`config.mk`:
```
export PLATFORM = sky130hd
export DESIGN_NAME = sqef_fifo
export DESIGN_NICKNAME = d
export VERILOG_FILES = /design/src/rtl/sqef_fifo.sv
export SDC_FILE = /design/constraint.sdc
export NUM_CORES = 1
export LEC_CHECK = 0
export BUFFER_PORTS_ARGS = -buffer_cell sky130_fd_sc_hd__buf_2
export CAP_MARGIN = 20
export CELL_PAD_IN_SITES_DETAIL_PLACEMENT = 1
export CELL_PAD_IN_SITES_GLOBAL_PLACEMENT = 1
export CORE_MARGIN = 1
export CORE_UTILIZATION = 34
export DETAILED_ROUTE_END_ITERATION = 10
export PLACE_DENSITY = 0.58
export SYNTH_ARGS = -nofsm -noshare
export SYNTH_HDL_FRONTEND = slang
export SYNTH_SLANG_ARGS = --single-unit
```
`constraint.sdc`:
```
create_clock -name clk -period 4.4 [get_ports clk]
set_input_delay 0.44 -clock clk [delete_from_list [all_inputs] [get_ports clk]]
set_output_delay 0.44 -clock clk [all_outputs]
set_load 0.05 [all_outputs]
```
`src/rtl/sqef_fifo.sv`:
```
// ----------------------------------------------------------------------------
// sqef_fifo
// Small register queue with occupancy count, head shown while not empty.
// ----------------------------------------------------------------------------
module sqef_fifo #(
  parameter int WIDTH = 8,
  parameter int DEPTH = 4
) (
  input  logic                         clk,
  input  logic                         rst_n,
  input  logic                         push,
  input  logic [WIDTH-1:0]             push_data,
  input  logic                         pop,
  output logic [WIDTH-1:0]             head_data,
  output logic                         full,
  output logic                         empty,
  output logic [$clog2(DEPTH+1)-1:0]   count
);

  localparam int PW = (DEPTH > 1) ? $clog2(DEPTH) : 1;
  localparam int CW = $clog2(DEPTH + 1);

  logic [WIDTH-1:0] slot_r [DEPTH];
  logic [PW-1:0]    wr_ptr_r, wr_ptr_nxt;
  logic [PW-1:0]    rd_ptr_r, rd_ptr_nxt;
  logic [CW-1:0]    count_r, count_nxt;
  logic             do_push;
  logic             do_pop;

  assign full      = (count_r == CW'(DEPTH));
  assign empty     = (count_r == '0);
  assign count     = count_r;
  assign head_data = slot_r[rd_ptr_r];
  assign do_push   = push && !full;
  assign do_pop    = pop && !empty;

  always_comb begin
    wr_ptr_nxt = wr_ptr_r;
    rd_ptr_nxt = rd_ptr_r;
    count_nxt  = count_r;
    if (do_push) begin
      wr_ptr_nxt = (wr_ptr_r == PW'(DEPTH - 1)) ? '0 : wr_ptr_r + 1'b1;
    end
    if (do_pop) begin
      rd_ptr_nxt = (rd_ptr_r == PW'(DEPTH - 1)) ? '0 : rd_ptr_r + 1'b1;
    end
    unique case ({do_push, do_pop})
      2'b10:   count_nxt = count_r + 1'b1;
      2'b01:   count_nxt = count_r - 1'b1;
      default: count_nxt = count_r;
    endcase
  end

  always_ff @(posedge clk) begin
    if (!rst_n) begin
      wr_ptr_r <= '0;
      rd_ptr_r <= '0;
      count_r  <= '0;
    end else begin
      wr_ptr_r <= wr_ptr_nxt;
      rd_ptr_r <= rd_ptr_nxt;
      count_r  <= count_nxt;
    end
  end

  always_ff @(posedge clk) begin
    if (do_push) begin
      slot_r[wr_ptr_r] <= push_data;
    end
  end

endmodule

```
Yosys cells after proc, flatten, opt, wreduce, memory -nomap -nowiden. Memories as Yosys holds them, arrays and structs flattened. A register that Yosys moved wholly into a read port is not among the register bits. Cells that the tools add are included.

Reductions and logical operators: 6. $add $sub $neg: 4. Eq/ne operators: 5. Mux-type cells: 7.

Operator list (number): 2-bit 2-to-1 mux (4); 2-bit == test, second input constant (3); 3-bit one-hot mux with 2 select lines (1); 2-bit by 1-bit adder with 2-bit output, second input constant (2); 3-bit by 1-bit adder with 3-bit output, second input constant (1); 3-bit == test, second input constant (1); 3-bit logical NOT (1); 3-bit by 1-bit subtractor with 3-bit output, second input constant (1); 2-bit by 1-bit == test with 1-bit output, second input constant (1); 1-bit logical AND (2); 1-bit logical NOT (2); 1-bit 2-to-1 mux (2); 2-bit nonzero test (1).

Input bits: 12. Register bits: 7. Word-level logic and storage cells: 26. Memories kept: 1. Memory bits (writable): 32.

Memories: slot_r (depth 4, width 8, read ports 1, clocked after memory_dff 1, write ports 1, line 23) `logic [WIDTH-1:0] slot_r [DEPTH];`.

Logic depth before layout (Yosys ltp).
Word-level depth: 5. Depth in mapped cells: 10. Mapped depth without buffers: 9.

Worst setup path before layout. OpenSTA, ideal clock, no wires.

Kind: reg-to-reg. From: reg count_r[2] (netlist: count[2]). To: reg count_r[2] (netlist: count[2]). Arrival: 2.930 ns. Setup slack: 1.394 ns. Period minus slack after synthesis: 3.006 ns. Stages on the path, launching flop included: 11. Cell sequence: dfxtp_1 -> nor3b_2 -> nor2b_1 -> buf_2 -> inv_1 -> ha_1 -> inv_1 -> fa_1 -> xor2_1 -> or3_1 -> a21boi_0.

Longest elaborated chain between the ends: 5. Elaborated cells on any way between the ends: 12. Those cells by class: 2 x add/sub; 3 x eq/ne; 1 x mux; 6 x reduce/logical.

RTL lines: start: declaration (line 26) `logic [CW-1:0] count_r, count_nxt;`; start signal: assignment (line 62) `count_r <= count_nxt;`; 3-bit == test (*) (line 30) `assign full = (count_r == CW'(DEPTH));`; via full (line 15) `output logic full,`; 1-bit logical NOT (*) (line 34) `assign do_push = push && !full;`; 1-bit logical AND (*) (line 34); 2-bit by 1-bit == test with 1-bit output / 2-bit == test (equally long branches) (line 47) `unique case ({do_push, do_pop})`; 3-bit one-hot mux with 2 select lines / 2-bit nonzero test (equally long branches).

Mark *: on every way through the listed nets, which the timed path passes. The rest lies on a longest branch. A chain may end at the register's enable or synchronous reset.

==> reports/results.tsv <==
stage	metric	value	unit
cts	CTS Hold Bufs	0	
timing	Slew Limit Fails	0	
timing	setup violators final	0	
cts	H-tree Lvls	2	
detailed_routing	Routed WL per cell	15.93	um
timing	final hold viol count	0	
timing	period utilization	0.5019	
floorplan	DIE WIDTH	71.54	um
logic_synthesis	Syn Area/Cell	16.78	um^2
power_and_ir_drop	Lkg Pwr	0.0007028	uW
critical_path	crit path capture type	output pin	
cts	Clock Sinks	41	
grt	total track usage	0.1269	
floorplan	Initial Utilization	0.3650	
cts	Post-CTS Resized	0	
detailed_routing	router iterations before antenna repair	4	
critical_path	crit path max fanout	8	
floorplan	Die ar.	0.005117	mm^2
worst_hold_path	path type of the worst min-delay path	in -> reg	
grt	largest net degree at the start of global routing	13	
detailed_routing	vias per cell	4.994	
logic_synthesis	sequential area share after synthesis	0.6941	
floorplan	# rows	24	
detailed_routing	number of routed nets with antenna violations	0	
timing	Period minus WS final	2.208	ns
placement	Final Wtd Congestion	0.6672	
critical_path	Worst Path Required	3.96	ns
critical_path	Critical Path End	head_data[3]	
power_and_ir_drop	PD cells	618.5	mW/mm^2
cts	TritonCTS buffer count	5	
grt	initial antenna violation count	0	
detailed_routing	DRT iter0 DRCs	45	
critical_path	RR Startpoint	count[2]	
grt	first-pass GRT wire length	4588	um
critical_path	Reg2Reg Depth	9	
cells_and_area	Inserted Diodes	0	
detailed_routing	Post-Route WL	2836	um
logic_synthesis	Synth cell types	22	
logic_synthesis	Post-Syn Nets	117	
timing	Setup TNS	0	ns
critical_path	crit-path cells	mux4_2 -> buf_2	
detailed_routing	via count	889	
timing	setup ws final	2.192	ns
cells_and_area	NumNets Final	144	
logic_synthesis	Yosys Warn Count	0	
placement	estimated wirelength of the detail-placed design	1951	um
critical_path	critical path type	reg -> out	
floorplan	Core Box Area	0.004504	mm^2
critical_path	R2R Path End	count[2]	
cells_and_area	share of layout cells above drive strength 1	0.3175	
timing	RSZ-0062 raised after global routing	no	
timing	Slew HR	0.6240	
logic_synthesis	Syn Std Cell Area	0.001644	mm^2
detailed_routing	number of remaining DRC errors	0	
logic_synthesis	leading area contributor after synthesis	edfxtp_1	
cts	Worst-Skew Late Latency	0.29	ns
outcome	status	finished clean	
cts	post-CTS setup buffer count	0	
cts	clock-pin slew on the worst setup and hold paths	0.07	ns
cells_and_area	Area Overhead vs Synth	15.75	%
critical_path	max incr delay on CP	0.68	ns
timing	worst-margin pin slew	0.5592	ns
cts	Clock Root Buffer	clkbuf_8	
logic_synthesis	Yosys top cell area share	0.5845	
critical_path	CP arrival	1.77	ns
grt	vias in the first global route	923	
cells_and_area	fillers	463	
cts	CTS tree	built	
timing	Layout Skew	0.004846	ns
logic_synthesis	Mapped Cells	98	
timing	max frequency	452.8	MHz
critical_path	Startpoint Class	flop	
critical_path	R2R Setup Slk	2.26	ns
grt	GRT overflow	0	
logic_synthesis	Area contributors post-synth	edfxtp_1 58%, dfxtp_1 11%, mux4_2 11%	
floorplan	die height	71.54	um
run	Max-Cap Viols	0	
placement	Port Buf Inserts	24	
power_and_ir_drop	Max VDD drop	329.2	uV
logic_synthesis	Synth Register Bits	41	
cts	clk buf depth	2	
critical_path	Slowest cell on crit path	dfxtp_1	
floorplan	I/O pin count	25	
placement	dpl ws	2.257	ns
## cells in the final DEF (no fill, tap or decap), types with 2 or more instances in the layout
cell and instances:
mux4_2 8, inv_1 7, edfxtp_1 32, buf_2 24, nand3_1 2, nor2_1 2, ha_1 6, and2_1 6
clkbuf_8 6, nand2_1 7, mux2i_1 2, dfxtp_1 9, o21ai_0 4
## how the worst min path moves through the flow
stage	start	endpoint	slack (ns)	cells after the start
after floorplan	wr_ptr_r[1]	wr_ptr_r[1]	0.47	2
after global routing	push_data[6]	slot_r[3][6]	0.36	1
after detailed placement	wr_ptr_r[1]	wr_ptr_r[1]	0.51	2
after global placement	wr_ptr_r[1]	wr_ptr_r[1]	0.49	2
after CTS	push_data[6]	slot_r[3][6]	0.35	1
final	push_data[6]	slot_r[3][6]	0.36	1
## cells by family after synthesis
| logic type | synth area share |
|---|---|
| flops | 0.6941 |
| simple gates | 0.06774 |
| buf+inv | 0.02664 |
| mux | 0.1218 |
| fa+ha+maj | 0.05784 |
| compound gates | 0.02131 |
| xor+xnor | 0.01066 |
## cell type report
| type | instances | area, um^2 | share of cell area |
|---|---|---|---|
| Sequential cell | 41 | 1141 | 0.5996 |
| Multi-Input combinational cell | 46 | 459.2 | 0.2413 |
| Timing Repair Buffer | 24 | 120.1 | 0.06312 |
| Clock buffer | 6 | 82.58 | 0.04339 |
| Tap cell | 52 | 65.06 | 0.03419 |
| Inverter | 7 | 26.28 | 0.01381 |
| Clock inverter | 2 | 8.758 | 0.004602 |
## where the power goes
group | switching, uW | internal [uW] | total, uW
clock | 124 | 124 | 248
combinational | 273 | 131 | 404
sequential | 51.5 | 473 | 525
## metal layers
metal / GRT usage / share of wire
met1: 0.1373 / 0.42
met4: 0.05882 / 0.020
met3: 0.04641 / 0.049
met5: 0 / 0
met2: 0.2222 / 0.51
## metrics by stage
step / total power (uW) / cell area [um^2] / utilization / hold slack [ns] / std cells
2_1_floorplan: 852.5 / 1644 / - / 0.4677 / 98
3_3_place_gp: 937.7 / 1812 / 0.4022 / 0.4891 / 170
3_5_place_dp: 947.5 / 1812 / 0.4022 / 0.5066 / 170
4_1_cts: 1198 / 1903 / 0.4225 / 0.3531 / 178
5_1_grt: 1241 / 1903 / 0.4225 / 0.3631 / 178
6_report: 1177 / 1903 / 0.4225 / 0.3605 / 178
## worst max-delay path: cells and delay by family, from the launching register on
kind / cells / cell delay (ns)
multiplexers: 1 / 0.57
buffers and inverters: 1 / 0.22
flip-flops: 1 / 0.68
## registers in the layout, indices dropped and copies added, names as in the netlist, named ones only
register  flops
slot_r       32
count         3
rd_ptr_r      2
wr_ptr_r      2
## synth_stat cells
cell / n
a21boi_0: 1
and2_1: 6
buf_2: 2
clkbuf_1: 2
dfxtp_1: 9
edfxtp_1: 32
fa_1: 1
ha_1: 6
inv_1: 7
mux2i_1: 2
mux4_2: 8
nand2_1: 7
nand3_1: 2
nor2_1: 2
nor2b_1: 1
nor3_1: 1
nor3b_2: 1
o21ai_0: 4
o31ai_1: 1
or3_1: 1
xnor2_1: 1
xor2_1: 1
No activity file was read; power rests on OpenSTA's default activity.
