`src/rtl/sqef_pkg.sv`:
```
// ----------------------------------------------------------------------------
// sqef_pkg
// Shared widths, constants and the item type of the sign quantizer with
// error feedback.
// ----------------------------------------------------------------------------
package sqef_pkg;

  localparam int IDX_W          = 16;
  localparam int HALF_W         = 16;
  localparam int SCALE_W        = 32;
  localparam int STEP_W         = 31;
  localparam int Q_W            = 32;

  localparam int TAIL_DEPTH_DEF = 65536;

  // decoupling queue between front and back, and the result queue
  localparam int MID_DEPTH      = 4;
  localparam int OUT_DEPTH      = 4;
  localparam int OUT_CW         = $clog2(OUT_DEPTH + 1);

  // front stages plus back execute stage, used for occupancy bounds
  localparam int FRONT_STAGES   = 2;
  localparam int BACK_STAGES    = 1;

  localparam logic [Q_W-1:0] Q_MIN = 32'h8000_0000;
  localparam logic [Q_W-1:0] Q_MAX = 32'h7fff_ffff;

  // scaled delta with its element, ready for the residual update
  typedef struct packed {
    logic [IDX_W-1:0]        idx;
    logic signed [Q_W-1:0]   delta;
    logic [STEP_W-1:0]       step;
  } sqef_item_t;

endpackage

```
`src/rtl/sqef_front.sv`:
```
// ----------------------------------------------------------------------------
// sqef_front
// Accepts items, classifies the fp16 delta, scales it and reduces the
// element index to a store address. Two stages, no dependence on state.
// ----------------------------------------------------------------------------
module sqef_front #(
  parameter int TAIL_DEPTH = sqef_pkg::TAIL_DEPTH_DEF
) (
  input  logic                                 clk,
  input  logic                                 rst_n,
  input  logic                                 in_valid,
  output logic                                 in_ready,
  input  logic [sqef_pkg::IDX_W-1:0]           in_idx,
  input  logic [sqef_pkg::HALF_W-1:0]          in_half,
  input  logic [sqef_pkg::SCALE_W-1:0]         in_scale,
  input  logic [sqef_pkg::STEP_W-1:0]          in_step,
  output logic                                 dn_valid,
  input  logic                                 dn_ready,
  output sqef_pkg::sqef_item_t                 dn_item,
  output logic [$clog2(TAIL_DEPTH)-1:0]        dn_addr
);

  import sqef_pkg::*;

  localparam int AW = $clog2(TAIL_DEPTH);
  localparam logic [4:0] EXP_SPECIAL = 5'h1f;
  localparam int PROD_W = Q_W + SCALE_W;

  // stage 1: magnitude of the converted delta
  logic                 s1_v_r;
  logic                 s1_neg_r;
  logic [Q_W-1:0]       s1_mag_r;
  logic [SCALE_W-1:0]   s1_scale_r;
  logic [STEP_W-1:0]    s1_step_r;
  logic [IDX_W-1:0]     s1_idx_r;

  // stage 2: full product
  logic                 s2_v_r;
  logic                 s2_neg_r;
  logic [PROD_W-1:0]    s2_prod_r;
  logic [STEP_W-1:0]    s2_step_r;
  logic [IDX_W-1:0]     s2_idx_r;
  logic [AW-1:0]        s2_addr_r;
  logic [AW-1:0]        s2_addr_nxt;

  logic                 s1_adv;
  logic                 s2_adv;

  logic                 h_neg;
  logic [4:0]           h_ex;
  logic [9:0]           h_man;
  logic [Q_W-1:0]       h_lim;
  logic [40:0]          h_sh;
  logic [Q_W-1:0]       mag_nxt;

  logic [PROD_W-1:0]    rnd;
  logic [39:0]          rmag;
  logic [39:0]          rmag_neg;
  logic [Q_W-1:0]       delta_q;

  assign s2_adv   = !s2_v_r || dn_ready;
  assign s1_adv   = !s1_v_r || s2_adv;
  assign in_ready = s1_adv;
  assign dn_valid = s2_v_r;

  // fp16 to Q8.24 magnitude, NaN as zero, large values and infinities clipped
  always_comb begin
    h_neg = in_half[15];
    h_ex  = in_half[14:10];
    h_man = in_half[9:0];
    h_lim = h_neg ? Q_MIN : Q_MAX;
    h_sh  = 41'(11'd1024 + {1'b0, h_man}) << (h_ex - 5'd1);
    if (h_ex == EXP_SPECIAL) begin
      mag_nxt = (h_man != '0) ? '0 : h_lim;
    end else if (h_ex == '0) begin
      mag_nxt = Q_W'(h_man);
    end else if (h_sh > 41'(h_lim)) begin
      mag_nxt = h_lim;
    end else begin
      mag_nxt = h_sh[Q_W-1:0];
    end
  end

  // index reduction to the store depth
  generate
    if (TAIL_DEPTH >= (2 ** IDX_W)) begin : g_direct
      assign s2_addr_nxt = AW'(s1_idx_r);
    end else begin : g_recip
      // exact floor division by reciprocal for every index of IDX_W bits
      localparam int          SH     = IDX_W + AW;
      localparam int          M_W    = IDX_W + 2;
      localparam int          QP_W   = IDX_W + M_W;
      localparam longint unsigned M_L =
        ((64'd1 << SH) + 64'(TAIL_DEPTH) - 64'd1) / 64'(TAIL_DEPTH);
      localparam logic [M_W-1:0]   RECIP = M_W'(M_L);
      localparam logic [IDX_W-1:0] DIVV  = IDX_W'(TAIL_DEPTH);

      logic [QP_W-1:0]  qp_r;
      logic [IDX_W-1:0] quot;
      logic [IDX_W-1:0] rem;

      always_ff @(posedge clk) begin
        if (s1_adv) begin
          qp_r <= QP_W'(in_idx) * QP_W'(RECIP);
        end
      end

      assign quot        = IDX_W'(qp_r >> SH);
      assign rem         = s1_idx_r - IDX_W'(32'(quot) * 32'(DIVV));
      assign s2_addr_nxt = AW'(rem);
    end
  endgenerate

  // round half away from zero, back to Q8.24, saturate
  always_comb begin
    rnd      = s2_prod_r + PROD_W'(64'h0080_0000);
    rmag     = rnd[63:24];
    rmag_neg = 40'd0 - rmag;
    if (s2_neg_r) begin
      delta_q = (rmag > 40'(Q_MIN)) ? Q_MIN : rmag_neg[Q_W-1:0];
    end else begin
      delta_q = (rmag > 40'(Q_MAX)) ? Q_MAX : rmag[Q_W-1:0];
    end
  end

  assign dn_item.idx   = s2_idx_r;
  assign dn_item.delta = delta_q;
  assign dn_item.step  = s2_step_r;
  assign dn_addr       = s2_addr_r;

  always_ff @(posedge clk) begin
    if (!rst_n) begin
      s1_v_r <= 1'b0;
      s2_v_r <= 1'b0;
    end else begin
      if (s1_adv) begin
        s1_v_r <= in_valid;
      end
      if (s2_adv) begin
        s2_v_r <= s1_v_r;
      end
    end
  end

  always_ff @(posedge clk) begin
    if (s1_adv) begin
      s1_neg_r   <= h_neg;
      s1_mag_r   <= mag_nxt;
      s1_scale_r <= in_scale;
      s1_step_r  <= in_step;
      s1_idx_r   <= in_idx;
    end
    if (s2_adv) begin
      s2_neg_r  <= s1_neg_r;
      s2_prod_r <= PROD_W'(s1_mag_r) * PROD_W'(s1_scale_r);
      s2_step_r <= s1_step_r;
      s2_idx_r  <= s1_idx_r;
      s2_addr_r <= s2_addr_nxt;
    end
  end

endmodule

```
`config.mk`:
```
export PLATFORM = sky130hd
export DESIGN_NAME = sqef_front
export DESIGN_NICKNAME = d
export VERILOG_FILES = /design/src/rtl/sqef_pkg.sv /design/src/rtl/sqef_front.sv
export SDC_FILE = /design/constraint.sdc
export NUM_CORES = 2
export LEC_CHECK = 0
export ABC_AREA = 1
export BUFFER_PORTS_ARGS = -buffer_cell sky130_fd_sc_hd__buf_2
export CAP_MARGIN = 10
export CORE_MARGIN = 2
export CORE_UTILIZATION = 63
export CTS_CLUSTER_SIZE = 24
export DETAILED_ROUTE_END_ITERATION = 7
export PLACE_DENSITY = 0.81
export SKIP_CTS_REPAIR_TIMING = 1
export SLEW_MARGIN = 30
export SYNTH_ARGS = -nofsm -noshare
export SYNTH_HDL_FRONTEND = slang
export SYNTH_SLANG_ARGS = --single-unit
```
`constraint.sdc`:
```
create_clock -name clk -period 18 [get_ports clk]
set_clock_uncertainty 0.05 [all_clocks]
set_input_delay 2.7 -clock clk [delete_from_list [all_inputs] [get_ports clk]]
set_output_delay 2.7 -clock clk [all_outputs]
set_load 0.02 [all_outputs]
```
[Word-level counts from Yosys, hierarchy flattened]
Cells that the tools add are included.
Storage, ports and cells
  bits in registers: 226
  input port bits: 99
  output and inout port bits: 97
  logic and storage cells: 35
Cells by class
  add/sub/neg operators: 4
  multipliers: 1
  order comparisons: 3
  eq/ne operators: 1
  shifts and indexed selects: 1
  mux-type cells: 8
  reduce and logical (&&, ||, !) cells: 6
Operators with widths (count)
  $mux 32: 8
  $add 64x24->64 const B: 1
  $mul 32x32->64: 1
  $gt 41x32->1: 1
  $shl 12x5->41: 1
  $gt 40x31->1 const B: 1
  $gt 40x32->1 const B: 1
  $sub 1x32->32 const A: 1
  $add 11x10->12 const A: 1
  $reduce_bool 10->1: 1
  $eq 5x5->1 const B: 1
  $logic_not 5->1: 1
  $sub 5x1->5 const B: 1
  $logic_not 1->1: 2
  $logic_or 1x1->1: 2

[Depth between registers and ports, before layout]
  depth in word-level cells: 6
  gate-level depth with buffers: 31
  gate-level depth less buffers: 30

[Worst setup path before layout]
Ideal clock, no wire load.
  kind: input-to-output
  start point: input dn_ready
  end point: output in_ready
  arrival: 5440 ps
  data required time: 15250 ps
  slack: 9810 ps
  cell stages on the path: 2
  path buffers: 0
  path through: inv_1 -> nand3_1
Between the ends
  longest elaborated chain between the ends: 2
RTL lines
  from (decl): RTL line sqef_front.sv:18  | input logic dn_ready,
  $logic_or 1x1->1: RTL line sqef_front.sv:61  | assign s2_adv = !s2_v_r || dn_ready;
  $logic_or 1x1->1: RTL line sqef_front.sv:62  | assign s1_adv = !s1_v_r || s2_adv;
  to (decl): RTL line sqef_front.sv:12  | output logic in_ready,
No other way between the ends.

[Worst setup path after layout]
  start point: register s1_mag_r[12]
  end point: register s2_prod_r[36] (data pin)
Between the ends
  longest elaborated chain between the ends: 1
RTL lines
  from (decl): RTL line sqef_front.sv:32  | logic [Q_W-1:0] s1_mag_r;
  from (signal assigned): RTL line sqef_front.sv:148  | s1_mag_r <= mag_nxt;
  $mul 32x32->64: RTL line sqef_front.sv:155  | s2_prod_r <= PROD_W'(s1_mag_r) * PROD_W'(s1_scale_r);
  to (signal assigned): RTL line sqef_front.sv:155
  to (decl): RTL line sqef_front.sv:40  | logic [PROD_W-1:0] s2_prod_r;
No other way between the ends.
A chain may end at the register's enable or synchronous reset.

==> impl_metrics.json <==
{
  "tns_ns": 0,
  "clock_sinks": 203,
  "cp-end-kind": "flop",
  "nets": 7345,
  "gr-total-overflow": 0,
  "hold_violations": 0,
  "place.gp.congestion": 1.01,
  "ant_nets": 0,
  "met2_usage": 0.587,
  "drc": 8,
  "cts_max_level": 1,
  "grt_busiest_layer": "met2",
  "async_reset_ff_frac": 0,
  "crit_path_start_kind": "flop",
  "hold_path_class": "flop to flop",
  "max_stage_delay_ns": 0.84,
  "rsz0062_at_grt": "no",
  "die_height_um": 276,
  "wl_um": 130000,
  "grt_max_degree": 65,
  "drt_iter0_drc": 3346,
  "syn_nets": 7298,
  "fp.coreArea_um2": 73100,
  "layout-drive-gt1-share": 0.0642,
  "synthCells": 6006,
  "drt_first_pass_iters": 8,
  "relSlewSlack": 0.371,
  "die_w_um": 276,
  "synth.distinct_cells": 50,
  "grt.total_usage": 0.350,
  "synth_common_cells": "inv_1 (1754), nand2_1 (1661), fa_1 (895)",
  "required_ns": 18.27,
  "grt_pass1_wl_um": 210000,
  "cp_max_fo": 18,
  "cts_buffers": 27,
  "grtUsageMet3": 0.0527,
  "cts_buffer_depth": 3,
  "synth_flop_cell": "edfxtp_1",
  "rows": 99,
  "syn_area_um2": 46600,
  "yosysMostFrequentCell": "inv_1",
  "crit_top_cell": "fa_1",
  "hpwlAfterDp_um": 102000,
  "timing.fmax_ghz": 0.125,
  "clkSlewWorstSetupHoldPaths_ns": 0.06,
  "start_util": 0.638,
  "cts_tree": "built",
  "ys.warnings.count": 0,
  "vias_per_cell": 5.44,
  "maxCapViolCount": 0,
  "min_period_over_period": 0.444,
  "gr-usage-met1": 0.466,
  "synth_seq_cells": 203,
  "synth_enable_flop_cells": 201,
  "status": "finished with violations",
  "cts-root-buf": "clkbuf_16",
  "worst_ep_arrival_time_ns": 8.27,
  "critPathKind": "flop to flop",
  "violations": "DRC",
  "cp_slowest_cell": "edfxtp_1",
  "synth_seq_area_share": 0.130,
  "post-route-min-period_ns": 8.00,
  "yosysTopAreaCellShare": 0.384,
  "routed-via-count": 38300,
  "syn_area_per_cell_um2": 7.77,
  "io_pins": 196,
  "avgRoutedWirePerCell_um": 18.5,
  "dieArea_um2": 76200,
  "clk_latency_ns": 0.60,
  "yosys.area.top_type": "fa_1",
  "drv_slew": 0,
  "crit_chain": "buf_4, nand2_1, fa_1, inv_1, fa_1, fa_1, fa_1, fa_1, fa_1, fa_1, inv_1, fa_1, inv_1, ha_1, a21oi_1, inv_1, a21oi_1, a21boi_0, nand2_1, xor2_1",
  "portBuffers": 195,
  "tightest_slew_ns": 0.944,
  "setup_viol": 0,
  "yosys-top-cells-area": "fa_1 (38%), inv_1 (14%), nand2_1 (13%)",
  "antenna_found_initial": 0,
  "grt_pass1_vias": 40000,
  "areaGrowthSynthToFinish_pct": 5.71
}
-- cell type report --
class                   instances  area, um^2
multi-input cells            3794       32900
fillers                      6041       23800
inverters                    1763        6620
flip-flops and latches        203        6080
repair buffers                264        1490
well taps                     959        1200
clock buffers                  35         746
clock inverters                15         223
diodes                          2        5.00
-- kinds of logic after synthesis --
family,after synthesis,synth area share
AO/OA/AOI/OAI,278,0.0334
XOR/XNOR,47,0.00883
adder cells (fa/ha/maj),1193,0.464
buffers and inverters,2009,0.164
flip-flops,203,0.130
multiplexers,1,0.000215
AND/OR/NAND/NOR,2275,0.199
-- per-stage QoR --
step / hold WS, ns / util / worst slack (ns) / area, um^2 / std cells
2_1_floorplan: 0.350 / - / 9.81 / 46600 / 6006
3_3_place_gp: 0.350 / 0.661 / 10.02 / 48300 / 6983
3_5_place_dp: 0.355 / 0.661 / 9.98 / 48300 / 6983
4_1_cts: 0.365 / 0.675 / 9.91 / 49300 / 7033
5_1_grt: 0.364 / 0.675 / 9.78 / 49300 / 7033
6_report: 0.361 / 0.675 / 10.00 / 49300 / 7035
-- sequential cells by signal, indices dropped and copies added (netlist names) --
register / cells
s1_neg_r: 1
dn_addr: 16
s1_scale_r: 32
s2_step_r: 31
s2_prod_r: 41
s1_step_r: 31
s1_v_r: 1
s2_neg_r: 1
s1_idx_r: 16
s1_mag_r: 32
dn_valid: 1
-- routing by layer --
layer	up-vias	wire, um
met5	-	90
met4	2	5370
met3	381	12300
met2	1912	62200
met1	18700	50300
li1	17300	-
-- cell usage in the layout (no fill, tap or decap), types with 69 or more instances in the layout --
cell / synthesis / final
ha_1: 298 / 298
inv_1: 1754 / 1754
nand2_1: 1661 / 1658
o21ai_0: 97 / 96
fa_1: 895 / 895
buf_4: 17 / 69
edfxtp_1: 201 / 201
a21oi_1: 96 / 96
nand3_1: 176 / 175
buf_2: 18 / 195
nor2_1: 287 / 287
-- final timing paths --
check	start	to	slack (ns)	cells past startpoint
max	s1_mag_r[12]	s2_prod_r[36]	10.00	20
max reg2reg	s1_mag_r[12]	s2_prod_r[36]	10.00	20
min reg2reg	s1_step_r[24]	s2_step_r[24]	0.36	0
min	s1_step_r[24]	s2_step_r[24]	0.36	0
-- worst max-delay path: cells and delay by family (launching register included) --
| kind | cells | cell delay [ns] |
|---|---|---|
| AO/OA/AOI/OAI | 3 | 1.01 |
| adder cells (fa/ha/maj) | 9 | 4.33 |
| buffers and inverters | 5 | 0.63 |
| AND/OR/NAND/NOR | 2 | 0.38 |
| flip-flops | 1 | 0.84 |
| XOR/XNOR | 1 | 0.43 |
Power is not shown: default switching activity piles up to over one toggle a cycle in this logic, so the estimate is an artifact.
